`src/hdl/bbl_pkg.sv`:
```
package bbl_pkg;

    localparam int BYTE_WIDTH    = 8;
    localparam int CFG_IDX_WIDTH = 3;
    localparam int NUM_PAIRS     = 3;
    localparam int NUM_COUNTERS  = 2 * NUM_PAIRS;
    localparam int EXCESS_WIDTH  = 25;
    localparam int LINES_WIDTH   = 24;
    localparam int EXCESS_LIMIT  = 16777215;
    localparam int LINES_LIMIT   = 16777215;

    localparam logic [BYTE_WIDTH-1:0] CH_SLASH  = 8'h2F;
    localparam logic [BYTE_WIDTH-1:0] CH_STAR   = 8'h2A;
    localparam logic [BYTE_WIDTH-1:0] CH_DQUOTE = 8'h22;
    localparam logic [BYTE_WIDTH-1:0] CH_SQUOTE = 8'h27;
    localparam logic [BYTE_WIDTH-1:0] CH_BSLASH = 8'h5C;
    localparam logic [BYTE_WIDTH-1:0] CH_NL     = 8'h0A;

    typedef enum logic [CFG_IDX_WIDTH-1:0] {
        CFG_BRACE_OPEN    = 3'd0,
        CFG_BRACE_CLOSE   = 3'd1,
        CFG_BRACKET_OPEN  = 3'd2,
        CFG_BRACKET_CLOSE = 3'd3,
        CFG_PAREN_OPEN    = 3'd4,
        CFG_PAREN_CLOSE   = 3'd5
    } t_cfg_idx;

    typedef logic [BYTE_WIDTH-1:0] t_byte;

    localparam t_byte CFG_RESET [NUM_COUNTERS] = '{8'd123, 8'd125, 8'd91, 8'd93, 8'd40, 8'd41};

endpackage

```
`src/hdl/bbl_scanner.sv`:
```
module bbl_scanner
    import bbl_pkg::*;
#(
    parameter int COUNT_WIDTH = 24
) (
    input  logic                     i_clk,
    input  logic                     i_rst_n,
    input  logic                     i_cfg_we,
    input  logic [CFG_IDX_WIDTH-1:0] i_cfg_index,
    input  logic [BYTE_WIDTH-1:0]    i_cfg_data,
    input  logic                     i_accept,
    input  logic [BYTE_WIDTH-1:0]    i_text_byte,
    input  logic                     i_end_of_text,
    output logic                     o_done,
    output logic [COUNT_WIDTH-1:0]   o_cnt [NUM_COUNTERS],
    output logic [COUNT_WIDTH-1:0]   o_lines
);

    t_byte r_cfg [NUM_COUNTERS];

    logic r_in_line, r_in_block, r_in_string, r_in_char;
    logic n_in_line, n_in_block, n_in_string, n_in_char;
    t_byte r_prev, r_prev2;
    logic [COUNT_WIDTH-1:0] r_cnt [NUM_COUNTERS];
    logic [COUNT_WIDTH-1:0] n_cnt [NUM_COUNTERS];
    logic [COUNT_WIDTH-1:0] r_lines, n_lines;
    logic count_en;

    always_ff @(posedge i_clk) begin
        if (!i_rst_n) begin
            r_cfg <= CFG_RESET;
        end else if (i_cfg_we) begin
            case (i_cfg_index)
                CFG_BRACE_OPEN:    r_cfg[CFG_BRACE_OPEN]    <= i_cfg_data;
                CFG_BRACE_CLOSE:   r_cfg[CFG_BRACE_CLOSE]   <= i_cfg_data;
                CFG_BRACKET_OPEN:  r_cfg[CFG_BRACKET_OPEN]  <= i_cfg_data;
                CFG_BRACKET_CLOSE: r_cfg[CFG_BRACKET_CLOSE] <= i_cfg_data;
                CFG_PAREN_OPEN:    r_cfg[CFG_PAREN_OPEN]    <= i_cfg_data;
                CFG_PAREN_CLOSE:   r_cfg[CFG_PAREN_CLOSE]   <= i_cfg_data;
                default: ;
            endcase
        end
    end

    // mode updates run in order, each sees the flags left by the one before
    always_comb begin
        n_in_line   = r_in_line;
        n_in_block  = r_in_block;
        n_in_string = r_in_string;
        n_in_char   = r_in_char;
        if (!n_in_string && !n_in_block && !n_in_char) begin
            if (i_text_byte == CH_SLASH && r_prev == CH_SLASH && !n_in_line)
                n_in_line = 1'b1;
            else if (i_text_byte == CH_NL && n_in_line)
                n_in_line = 1'b0;
        end
        if (!n_in_string && !n_in_line && !n_in_char) begin
            if (r_prev == CH_SLASH && i_text_byte == CH_STAR && !n_in_block)
                n_in_block = 1'b1;
            else if (r_prev == CH_STAR && i_text_byte == CH_SLASH && n_in_block)
                n_in_block = 1'b0;
        end
        if (!n_in_line && !n_in_block && !n_in_char) begin
            if (i_text_byte == CH_DQUOTE && !n_in_string)
                n_in_string = 1'b1;
            else if (r_prev != CH_BSLASH && i_text_byte == CH_DQUOTE)
                n_in_string = 1'b0;
        end
        if (!n_in_string && !n_in_line && !n_in_block) begin
            if (i_text_byte == CH_SQUOTE && !n_in_char)
                n_in_char = 1'b1;
            else if ((r_prev != CH_BSLASH && i_text_byte == CH_SQUOTE) ||
                     (r_prev2 == CH_BSLASH && r_prev == CH_BSLASH &&
                      i_text_byte == CH_SQUOTE))
                n_in_char = 1'b0;
        end
        count_en = !n_in_line && !n_in_string && !n_in_block && !n_in_char;

        // open byte wins when a pair uses the same byte for both
        for (int k = 0; k < NUM_PAIRS; k++) begin
            n_cnt[2*k]   = r_cnt[2*k];
            n_cnt[2*k+1] = r_cnt[2*k+1];
            if (count_en && i_text_byte == r_cfg[2*k]) begin
                if (!(&r_cnt[2*k]))
                    n_cnt[2*k] = r_cnt[2*k] + COUNT_WIDTH'(1);
            end else if (count_en && i_text_byte == r_cfg[2*k+1]) begin
                if (!(&r_cnt[2*k+1]))
                    n_cnt[2*k+1] = r_cnt[2*k+1] + COUNT_WIDTH'(1);
            end
        end
        n_lines = r_lines;
        if (i_text_byte == CH_NL && !(&r_lines))
            n_lines = r_lines + COUNT_WIDTH'(1);
    end

    always_ff @(posedge i_clk) begin
        if (!i_rst_n || (i_accept && i_end_of_text)) begin
            r_in_line   <= 1'b0;
            r_in_block  <= 1'b0;
            r_in_string <= 1'b0;
            r_in_char   <= 1'b0;
            r_prev      <= '0;
            r_prev2     <= '0;
            r_lines     <= '0;
            for (int i = 0; i < NUM_COUNTERS; i++)
                r_cnt[i] <= '0;
        end else if (i_accept) begin
            r_in_line   <= n_in_line;
            r_in_block  <= n_in_block;
            r_in_string <= n_in_string;
            r_in_char   <= n_in_char;
            r_prev      <= i_text_byte;
            r_prev2     <= r_prev;
            r_lines     <= n_lines;
            r_cnt       <= n_cnt;
        end
    end

    assign o_done  = i_accept && i_end_of_text;
    assign o_cnt   = n_cnt;
    assign o_lines = n_lines;

endmodule

```
`src/hdl/bbl_result.sv`:
```
module bbl_result
    import bbl_pkg::*;
#(
    parameter int COUNT_WIDTH = 24
) (
    input  logic                           i_clk,
    input  logic                           i_rst_n,
    input  logic                           i_done,
    input  logic [COUNT_WIDTH-1:0]         i_cnt [NUM_COUNTERS],
    input  logic [COUNT_WIDTH-1:0]         i_lines,
    output logic                           o_full,
    output logic                           o_out_valid,
    input  logic                           i_out_stall,
    output logic                           o_balanced,
    output logic signed [EXCESS_WIDTH-1:0] o_brace_excess,
    output logic signed [EXCESS_WIDTH-1:0] o_bracket_excess,
    output logic signed [EXCESS_WIDTH-1:0] o_paren_excess,
    output logic [LINES_WIDTH-1:0]         o_lines_seen
);

    localparam int WIDE = (COUNT_WIDTH > LINES_WIDTH) ? COUNT_WIDTH : LINES_WIDTH;
    localparam int DW   = WIDE + 2;

    logic                   r_snap_valid;
    logic [COUNT_WIDTH-1:0] r_snap_cnt [NUM_COUNTERS];
    logic [COUNT_WIDTH-1:0] r_snap_lines;
    logic                   out_load;

    logic signed [DW-1:0]           diff [NUM_PAIRS];
    logic signed [EXCESS_WIDTH-1:0] n_excess [NUM_PAIRS];
    logic [WIDE-1:0]                lines_ext;
    logic [LINES_WIDTH-1:0]         n_lines_seen;
    logic                           n_balanced;

    logic                           r_out_valid;
    logic                           r_balanced;
    logic signed [EXCESS_WIDTH-1:0] r_excess [NUM_PAIRS];
    logic [LINES_WIDTH-1:0]         r_lines_seen;

    assign out_load = !r_out_valid || !i_out_stall;
    assign o_full   = r_snap_valid && !out_load;

    always_ff @(posedge i_clk) begin
        if (!i_rst_n) begin
            r_snap_valid <= 1'b0;
        end else if (i_done) begin
            r_snap_valid <= 1'b1;
        end else if (out_load) begin
            r_snap_valid <= 1'b0;
        end
    end

    always_ff @(posedge i_clk) begin
        if (i_done) begin
            r_snap_cnt   <= i_cnt;
            r_snap_lines <= i_lines;
        end
    end

    // signed difference per pair, clamped to the excess field range
    always_comb begin
        n_balanced = 1'b1;
        for (int k = 0; k < NUM_PAIRS; k++) begin
            diff[k] = $signed({{(DW-COUNT_WIDTH){1'b0}}, r_snap_cnt[2*k]}) -
                      $signed({{(DW-COUNT_WIDTH){1'b0}}, r_snap_cnt[2*k+1]});
            if (diff[k] > $signed(DW'(EXCESS_LIMIT)))
                n_excess[k] = EXCESS_WIDTH'(EXCESS_LIMIT);
            else if (diff[k] < -$signed(DW'(EXCESS_LIMIT)))
                n_excess[k] = -EXCESS_WIDTH'(EXCESS_LIMIT);
            else
                n_excess[k] = diff[k][EXCESS_WIDTH-1:0];
            if (r_snap_cnt[2*k] != r_snap_cnt[2*k+1])
                n_balanced = 1'b0;
        end
        lines_ext = WIDE'(r_snap_lines);
        if (lines_ext > WIDE'(LINES_LIMIT))
            n_lines_seen = LINES_WIDTH'(LINES_LIMIT);
        else
            n_lines_seen = lines_ext[LINES_WIDTH-1:0];
    end

    always_ff @(posedge i_clk) begin
        if (!i_rst_n) begin
            r_out_valid <= 1'b0;
        end else if (out_load) begin
            r_out_valid <= r_snap_valid;
        end
    end

    always_ff @(posedge i_clk) begin
        if (out_load && r_snap_valid) begin
            r_balanced   <= n_balanced;
            r_excess     <= n_excess;
            r_lines_seen <= n_lines_seen;
        end
    end

    assign o_out_valid      = r_out_valid;
    assign o_balanced       = r_balanced;
    assign o_brace_excess   = r_excess[0];
    assign o_bracket_excess = r_excess[1];
    assign o_paren_excess   = r_excess[2];
    assign o_lines_seen     = r_lines_seen;

endmodule

```
`src/hdl/bracket_balance_lexer.sv`:
```
// Scans source text at one byte per cycle, tracking line comments, block
// comments, strings and character literals, and counts three configurable
// bracket pairs outside them plus every newline. The mode and counter update
// is a single registered step, so a byte can be accepted every cycle. The byte
// flagged end_of_text produces one result transaction via snapshot and output
// registers and clears the scan state; the input stalls only while a finished
// result waits behind a stalled output. The user must write configuration
// registers through the plain write port while the block is idle (unenforced).
module bracket_balance_lexer
    import bbl_pkg::*;
#(
    parameter int COUNT_WIDTH = 24
) (
    input  logic                           i_clk,
    input  logic                           i_rst_n,
    input  logic                           i_cfg_we,
    input  logic [CFG_IDX_WIDTH-1:0]       i_cfg_index,
    input  logic [BYTE_WIDTH-1:0]          i_cfg_data,
    input  logic                           i_in_valid,
    output logic                           o_in_stall,
    input  logic [BYTE_WIDTH-1:0]          i_text_byte,
    input  logic                           i_end_of_text,
    output logic                           o_out_valid,
    input  logic                           i_out_stall,
    output logic                           o_balanced,
    output logic signed [EXCESS_WIDTH-1:0] o_brace_excess,
    output logic signed [EXCESS_WIDTH-1:0] o_bracket_excess,
    output logic signed [EXCESS_WIDTH-1:0] o_paren_excess,
    output logic [LINES_WIDTH-1:0]         o_lines_seen
);

    logic                   accept;
    logic                   done;
    logic                   full;
    logic [COUNT_WIDTH-1:0] cnt [NUM_COUNTERS];
    logic [COUNT_WIDTH-1:0] lines;

    assign o_in_stall = full;
    assign accept     = i_in_valid && !full;

    bbl_scanner #(
        .COUNT_WIDTH(COUNT_WIDTH)
    ) u_scanner (
        .i_clk         (i_clk),
        .i_rst_n       (i_rst_n),
        .i_cfg_we      (i_cfg_we),
        .i_cfg_index   (i_cfg_index),
        .i_cfg_data    (i_cfg_data),
        .i_accept      (accept),
        .i_text_byte   (i_text_byte),
        .i_end_of_text (i_end_of_text),
        .o_done        (done),
        .o_cnt         (cnt),
        .o_lines       (lines)
    );

    bbl_result #(
        .COUNT_WIDTH(COUNT_WIDTH)
    ) u_result (
        .i_clk            (i_clk),
        .i_rst_n          (i_rst_n),
        .i_done           (done),
        .i_cnt            (cnt),
        .i_lines          (lines),
        .o_full           (full),
        .o_out_valid      (o_out_valid),
        .i_out_stall      (i_out_stall),
        .o_balanced       (o_balanced),
        .o_brace_excess   (o_brace_excess),
        .o_bracket_excess (o_bracket_excess),
        .o_paren_excess   (o_paren_excess),
        .o_lines_seen     (o_lines_seen)
    );

endmodule

```
`config.mk`:
```
export PLATFORM = sky130hd
export DESIGN_NAME = bracket_balance_lexer
export DESIGN_NICKNAME = d
export VERILOG_FILES = /design/src/hdl/bbl_pkg.sv /design/src/hdl/bbl_scanner.sv /design/src/hdl/bbl_result.sv /design/src/hdl/bracket_balance_lexer.sv
export SDC_FILE = /design/constraint.sdc
export NUM_CORES = 1
export LEC_CHECK = 0
export BUFFER_PORTS_ARGS = -buffer_cell sky130_fd_sc_hd__buf_2
export CORE_MARGIN = 5
export CORE_UTILIZATION = 45
export DETAILED_ROUTE_END_ITERATION = 6
export PLACE_DENSITY = 0.71
export RECOVER_POWER = 25
export SLEW_MARGIN = 15
export SYNTH_ARGS = -nofsm -noshare
export SYNTH_HDL_FRONTEND = slang
export SYNTH_SLANG_ARGS = --single-unit
```
`constraint.sdc`:
```
create_clock -name i_clk -period 14.9 [get_ports i_clk]
set_clock_uncertainty 0.05 [all_clocks]
set_input_delay 1.49 -clock i_clk [delete_from_list [all_inputs] [get_ports i_clk]]
set_output_delay 1.49 -clock i_clk [all_outputs]
set_load 0.05 [all_outputs]
```
Word-level counts from Yosys, hierarchy flattened
Index checks and enable logic that the tools add are counted.
W data, S select, Z words.

cells by class
  $lt $le $gt $ge = 7
  eq/ne operators = 24
  $add $sub $neg = 10
  reductions and logical operators = 69
  multiplexer cells = 34

operator list
  operator                 count
  $mux W24                 16
  $add A24 B1 Y24 const B  7
  $reduce_and A24 Y1       7
  $gt A26 B25 Y1 const B   3
  $lt A26 B25 Y1 const B   3
  $mux W25                 3
  $sub A24 B24 Y25         3
  $ne A24 B24 Y1           3
  $eq A8 B6 Y1 const B     6
  $eq A8 B8 Y1             6
  $logic_and A1 B1 Y1      33
  $gt A24 B24 Y1 const B   1
  $eq A8 B7 Y1 const B     2
  $mux W1                  15
  $logic_not A1 Y1         14
  $reduce_and A2 Y1        6
  $eq A8 B4 Y1 const B     1
  $ne A8 B7 Y1 const B     1
  $reduce_or A2 Y1         4
  $eq A3 B2 Y1 const B     2
  $eq A3 B3 Y1 const B     2
  $eq A3 B1 Y1 const B     1
  $logic_not A3 Y1         1
  $logic_or A1 B1 Y1       3
  $reduce_bool A2 Y1       1

word-level totals
  bits of input ports = 25
  flip-flop bits (word level) = 506
  output and inout port bits = 102
  logic and storage cells = 180

Logic depth before layout (Yosys ltp)
Gate-level depths: netlist of run 1.

  depth after elaboration = 22
  mapped depth = 17
  mapped depth without buffers = 16

Hierarchy
From an unflattened synthesis of run 1, not the netlist that was laid out.

unflattened totals
  cell total of the unflattened synthesis = 2,987
  area total of the unflattened synthesis = 27,950.6 um^2

by module, submodules not included
  module                 cells each  area an instance (um^2)  instances  seq. area each (um^2)
  bbl_scanner            1,886       14,508.9                 1          4,724.5
  bbl_result             1,100       13,427.9                 1          8,087.8
  bracket_balance_lexer  1           13.8                     1          0.0

Worst setup path before layout of run 1
OpenSTA, ideal clock, no wires.

  path kind = input port to flip-flop
  start point = input i_out_stall
  end point = register u_result.r_balanced, in the netlist u_result.o_balanced (enable)
  required time = 14.140 ns
  path slack = 5.403 ns
  stages = 1
  path buffers = 0
  data arrival time = 8.737 ns
  setup time = 0.710 ns
  cells stage by stage = a21boi_0

between the ends
  word-level cells in the longest chain between the ends = 3

ends and longest elaborated chain
  item                  line                         text
  start, declared       bracket_balance_lexer.sv:24  input logic i_out_stall,
  $logic_not A1 Y1      bbl_result.sv:40             assign out_load = !r_out_valid || !i_out_stall;
  $logic_or A1 B1 Y1    bbl_result.sv:40
  $logic_and A1 B1 Y1   bbl_result.sv:91             if (out_load && r_snap_valid) begin
  end signal, assigned  bbl_result.sv:92             r_balanced <= n_balanced;
  end, declared         bbl_result.sv:36             logic r_balanced;

No other way between the ends.
A chain may end at the register's enable or synchronous reset.

Worst setup path after layout of run 1
  start point = input i_out_stall
  end point = register u_result.r_lines_seen[14], in the netlist u_result.o_lines_seen[14] (enable)

between the ends
  word-level cells in the longest chain between the ends = 3

ends and longest elaborated chain
  item                  line              text
  $logic_not A1 Y1      bbl_result.sv:40
  $logic_or A1 B1 Y1    bbl_result.sv:40
  $logic_and A1 B1 Y1   bbl_result.sv:91
  end signal, assigned  bbl_result.sv:94  r_lines_seen <= n_lines_seen;
  end, declared         bbl_result.sv:38  logic [LINES_WIDTH-1:0] r_lines_seen;

No other way between the ends.

==> flow_summary_export.csv, run 1 <==
group,metric,value,unit
outcome,status,"finished with violations",
outcome,violations,"capacitance limit, slew limit",
global_route,antenna_found_initial,0,
yosys,synth_edf_count,268,
setup_path,arrival,6.14,ns
floorplanning,core_area,0.0575,mm2
floorplanning,die_w,250,um
setup_path,crit_chain,"clkbuf_1 -> a21boi_4 -> clkbuf_1 -> clkbuf_1",
yosys,synth_area_leaders,"edfxtp_1 31%, dfxtp_1 18%, xor2_1 6.9%",
timing,setup_viol,0,
routing,via_count,19300,
clock_network,clk_pin_slew,0.06,ns
routing,via_per_inst,5.37,
final_layout,drive_gt1_share,5.58,%
timing,period_needed,6.05,ns
clock_network,cts_setup_buffers,0,
clock_network,insertion_delay,0.61,ns
timing,hold_slack,0.368,ns
final_layout,multi_input_area,0.0123,mm2
global_route,grt_pass1_wl,97.3,mm
clock_network,cts-root-buf,"clkbuf_16",
setup_path,path_max_fanout,66,
timing,max_freq,0.165,GHz
yosys,synth_cell_types,80,
global_route,grt-ovfl-total,0,
global_route,grt.total_usage,18.7,%
yosys,syn_avg_cell_area,9.56,um2
routing,antenna_left,0,
setup_path,cp-start-kind,"primary input",
floorplanning,die-area,0.0626,mm2
power,p_leak,10.6,nW
yosys,synth_area,0.0260,mm2
final_layout,n_fill_cell,5249,
placed_design,numPortBuffers,126,
timing,slew_headroom,-136,%
final_layout,final_nets,2897,
yosys,synth-seq-area-share,49.3,%
power,vdd_ir_drop_max,0.0000867,V
clock_network,clockBufferDepth,3,
yosys,ys.flop_type,"edfxtp_1",
clock_network,holdBufCountCts,0,
routing,avgRoutedWirePerCell,16.8,um
timing,rsz0062_at_grt,"false",
floorplanning,die_h,250,um
setup_path,slowest_stage,"clkbuf_1",
power,pwr_density_cell,108,mW/mm2
final_layout,area_growth,11.5,%
min_path,hold_path.class,"reg -> reg",
final_layout,register_area,0.0128,mm2
routing,drt_pass1_iterations,5,
routing,wirelength,60.6,mm
clock_network,cts_tree,"done",
timing,tightest_slew,3.54,ns
placed_design,dpl.hpwl,43.6,mm
floorplanning,start_util,45.2,%
yosys,yosysTopAreaCellShare,31.0,%
routing,dr.first_iter.drc_count,1514,
setup_path,worstPathRequired,14.99,ns
yosys,synth-seq-cells,506,
setup_path,crit_path_frequent_cell,"clkbuf_1",
yosys,yosysWarnings,0,
yosys,synth_fp_nets,2827,
floorplanning,pin_count,127,
timing,slew_viol_final,156,
yosys,synthCells,2717,
job,cap_violations,3,
global_route,grt_pass1_vias,18300,
clock_network,ctsResizeCount,0,
timing,period_share,40.6,%
setup_path,crit_type,"in -> reg",
clock_network,cts_num_sinks,506,
yosys,synth_top_cell_by_area,"edfxtp_1",
routing,drc,0,
placed_design,gp_congestion,0.880,
global_route,grt_max_degree,98,
setup_path,slowest_delay,2.60,ns
setup_path,crit_path_end_kind,"register",
timing,fin_tns_setup,0,ns
clock_network,h-tree-depth,2,
floorplanning,row_count,88,
power,p_total,3.14,mW
clock_network,numCtsBuffers,55,
yosys,ys_async_sr_fraction,0,%
timing,final_hold_viol_count,0,
[cell type report]
type | count | share of cell area, %
flip-flops and latches | 506 | 44.2
clock inverters | 35 | 1.44
diodes | 1 | 0.00864
clock buffers | 69 | 5.18
well taps | 765 | 3.31
repair buffers | 133 | 1.88
multi-input cells | 1975 | 42.4
inverters | 116 | 1.52
[layout by cell type (no fill, tap or decap), types with 28 or more instances in the layout]
master,synthesis,routed
clkbuf_1,102,114
o21ai_0,61,61
or3_1,38,38
edfxtp_1,268,268
xor2_1,205,205
nor2b_1,30,30
xnor2_1,198,198
dfxtp_1,238,238
clkbuf_16,0,56
a21oi_1,97,97
nor2_1,327,327
nand3_1,142,142
inv_1,116,115
nand4_1,65,65
a21boi_0,29,28
ha_1,82,82
and3_1,48,48
nand2_1,351,349
nor3_1,52,50
[where the power goes]
part	total, mW	internal [mW]	switching (mW)	leakage [nW]
clock	1.43	0.856	0.572	0.941
combinational	0.206	0.0575	0.148	5.06
sequential	1.51	1.49	0.0119	4.63
[state kept, by name, summed over array words and instances, names as in the netlist]
| name | cells |
|---|---|
| u_result.o_balanced | 1 |
| u_result.o_brace_excess | 25 |
| u_result.o_bracket_excess | 25 |
| u_scanner.r_cfg | 48 |
| u_scanner.r_in_block | 1 |
| u_result.lines_ext | 24 |
| u_result.o_paren_excess | 25 |
| u_scanner.r_prev | 8 |
| u_scanner.r_prev2 | 8 |
| u_result.r_snap_valid | 1 |
| u_scanner.r_in_char | 1 |
| u_scanner.r_in_string | 1 |
| u_result.o_out_valid | 1 |
| u_scanner.r_cnt | 144 |
| u_scanner.r_in_line | 1 |
| u_scanner.r_lines | 24 |
| u_result.r_snap_cnt | 144 |
| u_result.o_lines_seen | 24 |
[final timing paths]
kind                               start  slack [ns]  cells after the start                   endpoint
setup / recovery             i_out_stall        8.85                      4  u_result.o_lines_seen[14]
hold / removal    u_result.lines_ext[17]        0.37                      0  u_result.o_lines_seen[17]
setup reg to reg   u_result.r_snap_valid        9.51                      3  u_result.o_lines_seen[14]
hold reg to reg   u_result.lines_ext[17]        0.37                      0  u_result.o_lines_seen[17]
[stage by stage]
stage	instances	setup WS [ns]	util (%)	area, um2
after floorplan	2717	5.40	-	26000
after global placement	3495	9.21	47.3	27200
after detailed placement	3495	9.04	47.3	27200
after CTS	3599	9.60	50.6	29100
after global routing	3599	8.43	50.4	29000
final	3600	8.85	50.4	29000
[cell usage after synthesis (29+ instances only)]
library cell / instances
nand2_1: 351
nor2_1: 327
edfxtp_1: 268
dfxtp_1: 238
xor2_1: 205
xnor2_1: 198
nand3_1: 142
inv_1: 116
clkbuf_1: 102
a21oi_1: 97
ha_1: 82
nand4_1: 65
o21ai_0: 61
nor3_1: 52
and3_1: 48
or3_1: 38
nor2b_1: 30
a21boi_0: 29
[layer usage]
| metal | share of wire [%] | vias up | global-route usage (%) | wire length, um |
|---|---|---|---|---|
| met1 | 46 | 9187 | 26.4 | 27700 |
| met4 | 2.2 | 0 | 4.76 | 1330 |
| met5 | 0 | - | 0 | 0 |
| li1 | - | 9491 | - | - |
| met2 | 46 | 554 | 30.1 | 28000 |
| met3 | 5.9 | 93 | 3.10 | 3580 |
[logic make-up after synthesis]
kind of cell	share of synthesized area [%]
compound gates	7.52
xor+xnor	13.6
fa+ha+maj	4.18
buf+inv	3.51
flops	49.3
mux	0.496
simple gates	21.4
[worst max-delay path: cells and delay by family]
| kind | cells | cell delay, ns |
|---|---|---|
| AO/OA/AOI/OAI | 1 | 0.15 |
| buffers and inverters | 3 | 4.39 |
Power figures use the tool's default switching activity.
==> run 2: changes to the inputs <==
--- a/config.mk
+++ b/config.mk
@@ -9,7 +9,7 @@
 export CORE_MARGIN = 5
 export CORE_UTILIZATION = 45
 export DETAILED_ROUTE_END_ITERATION = 6
-export PLACE_DENSITY = 0.71
+export PLACE_DENSITY = 0.73
 export RECOVER_POWER = 25
 export SLEW_MARGIN = 15
 export SYNTH_ARGS = -nofsm -noshare
==> constraint.sdc (replaced) <==
create_clock -name i_clk -period 5.5 [get_ports i_clk]
set_clock_uncertainty 0.05 [all_clocks]
set_input_delay 0.55 -clock i_clk [delete_from_list [all_inputs] [get_ports i_clk]]
set_output_delay 0.55 -clock i_clk [all_outputs]
set_load 0.05 [all_outputs]
==> flow_summary_export.csv, run 2 (synthesis results as in run 1) <==
group,metric,value,unit
outcome,status,"finished with violations",
outcome,violations,"capacitance limit, slew limit",
routing,avgRoutedWirePerCell,15.8,um
power,p_total,8.48,mW
setup_path,cp-start-kind,"register",
floorplanning,pin_count,127,
global_route,antenna_found_initial,1,
routing,wirelength,57.1,mm
power,p_sw,1.97,mW
floorplanning,die-area,0.0626,mm2
floorplanning,die_h,250,um
final_layout,multi_input_area,0.0123,mm2
global_route,grt.total_usage,17.6,%
global_route,grt-ovfl-total,0,
global_route,grt_pass1_vias,18000,
setup_path,critical_path_depth,14,
clock_network,holdBufCountCts,0,
final_layout,reg_top3,"u_result.r_snap_cnt (144), u_scanner.r_cnt (144), u_scanner.r_cfg (48)",
timing,max_freq,0.202,GHz
setup_path,slowest_stage,"o311ai_0",
setup_path,crit_path_end_kind,"register",
job,cap_violations,2,
final_layout,layout_commonest_cell,"nand2_1",
timing,slew_viol_final,154,
final_layout,n_fill_cell,5282,
floorplanning,core_area,0.0575,mm2
final_layout,area_growth,11.9,%
clock_network,cts_num_sinks,506,
final_layout,final_cell_mix,"349 x nand2_1, 327 x nor2_1, 268 x edfxtp_1, 238 x dfxtp_1, 205 x xor2_1",
power,power_frac_seq,48.0,%
setup_path,crit_type,"reg -> reg",
timing,period_needed,4.96,ns
timing,fin_tns_setup,0,ns
setup_path,crit_path_frequent_cell,"ha_1",
min_path,min_path_cells,3,
power,vdd_ir_drop_max,0.000246,V
clock_network,ctsResizeCount,0,
power,intPower,6.51,mW
clock_network,cts_tree,"done",
routing,via_per_inst,5.22,
timing,setup_viol,0,
placed_design,numPortBuffers,126,
routing,drc,0,
timing,hold_slack,0.190,ns
setup_path,crit_chain,"ha_1 -> fa_1 -> nor2b_1 -> nor3_1 -> o31a_1 -> o21ai_1 -> a21oi_1 -> o311ai_0 -> xnor2_1 -> nand3_1 -> or4_1 -> o21ai_0 -> ha_1 -> nor2_1",
clock_network,numCtsBuffers,55,
floorplanning,start_util,45.2,%
global_route,grt_pass1_wl,92.5,mm
setup_path,worstPathRequired,5.77,ns
power,p_leak,10.8,nW
power,pwr-share-clk,45.4,%
timing,slew_headroom,-76.7,%
final_layout,n_antenna_cell,0,
placed_design,dpl.hpwl,39.5,mm
clock_network,clockBufferDepth,3,
timing,rsz0062_at_grt,"false",
clock_network,h-tree-depth,2,
power,pwr_density_cell,292,mW/mm2
clock_network,clk_pin_slew,0.06,ns
timing,period_share,90.2,%
placed_design,gp_congestion,0.893,
setup_path,reg2regPathDepth,14,
setup_path,slowest_delay,0.66,ns
timing,tightest_slew,2.65,ns
setup_path,crit_buf_inv,0,
final_layout,final_nets,2903,
floorplanning,die_w,250,um
routing,drt_pass1_iterations,5,
floorplanning,row_count,88,
clock_network,cts-root-buf,"clkbuf_16",
final_layout,register_area,0.0128,mm2
routing,via_count,18800,
routing,antenna_left,0,
min_path,hold_path.class,"in -> reg",
routing,dr.first_iter.drc_count,1199,
power,p_comb_share,6.6,%
setup_path,path_delay_family,"compound AO/OA/AOI/OAI gates",
timing,final_hold_viol_count,0,
final_layout,drive_gt1_share,7.75,%
setup_path,path_max_fanout,24,
setup_path,arrival,5.23,ns
power,netSwitchingFraction,23.3,%
clock_network,insertion_delay,0.62,ns
clock_network,cts_setup_buffers,0,
global_route,grt_max_degree,101,
-- run 2: cell count changes in the layout (fill, tap and decap cells not counted), moves of 2 or more --
cell and delta:
buf_4 +6, inv_6 +2, buf_2 +58, clkinv_2 -2
clkbuf_1 -56, clkinv_4 -3
-- run 2: cell type report --
type	count	area share, %
well taps	765	3.29
multi-input cells	1975	42.2
clock buffers	74	5.30
inverters	116	1.52
repair buffers	139	2.34
clock inverters	30	1.22
flip-flops and latches	506	44.1
-- run 2: routing by layer --
metal	up-vias	track usage (%)	share of wire, %
met2	373	28.6	46
met5	-	0	0.023
met3	102	3.53	5.2
li1	9496	-	-
met1	8828	23.8	45
met4	2	5.93	3.5
-- run 2: per-stage QoR --
stage	utilization (%)	setup WS, ns	area, um2	cells
2_1_floorplan	-	0.467	26000	2717
6_report	50.5	0.540	29100	3605
3_5_place_dp	47.4	0.548	27200	3501
5_1_grt	50.5	0.160	29100	3605
4_1_cts	50.7	0.537	29100	3605
3_3_place_gp	47.4	0.668	27200	3501
-- run 2: worst register-to-register path, delay by kind of cell (launching register included) --
| kind | cells | cell delay (ns) |
|---|---|---|
| AOI/OAI and AO/OA | 5 | 1.72 |
| DFF | 1 | 0.37 |
| xor gates and xnor gates | 1 | 0.23 |
| and+or+nand+nor | 5 | 1.05 |
| adders and majority gates | 3 | 1.24 |
-- run 2: final timing paths --
kind | slack, ns | startpoint | to
max reg2reg | 0.54 | u_result.r_snap_cnt[96] | u_result.o_brace_excess[23]
min | 0.19 | i_out_stall | u_result.o_out_valid
max | 0.54 | u_result.r_snap_cnt[96] | u_result.o_brace_excess[23]
min reg2reg | 0.36 | u_result.lines_ext[14] | u_result.o_lines_seen[14]
-- run 2: power by group through the flow --
stage / Sequential [mW] / Combinational (mW) / Clock, mW
6_report: 4.07 / 0.559 / 3.85
5_1_grt: 4.08 / 0.614 / 4.11
4_1_cts: 4.07 / 0.566 / 3.94
3_5_place_dp: 4.15 / 0.564 / 0
3_3_place_gp: 4.15 / 0.558 / 0
2_1_floorplan: 4.23 / 0.337 / 0
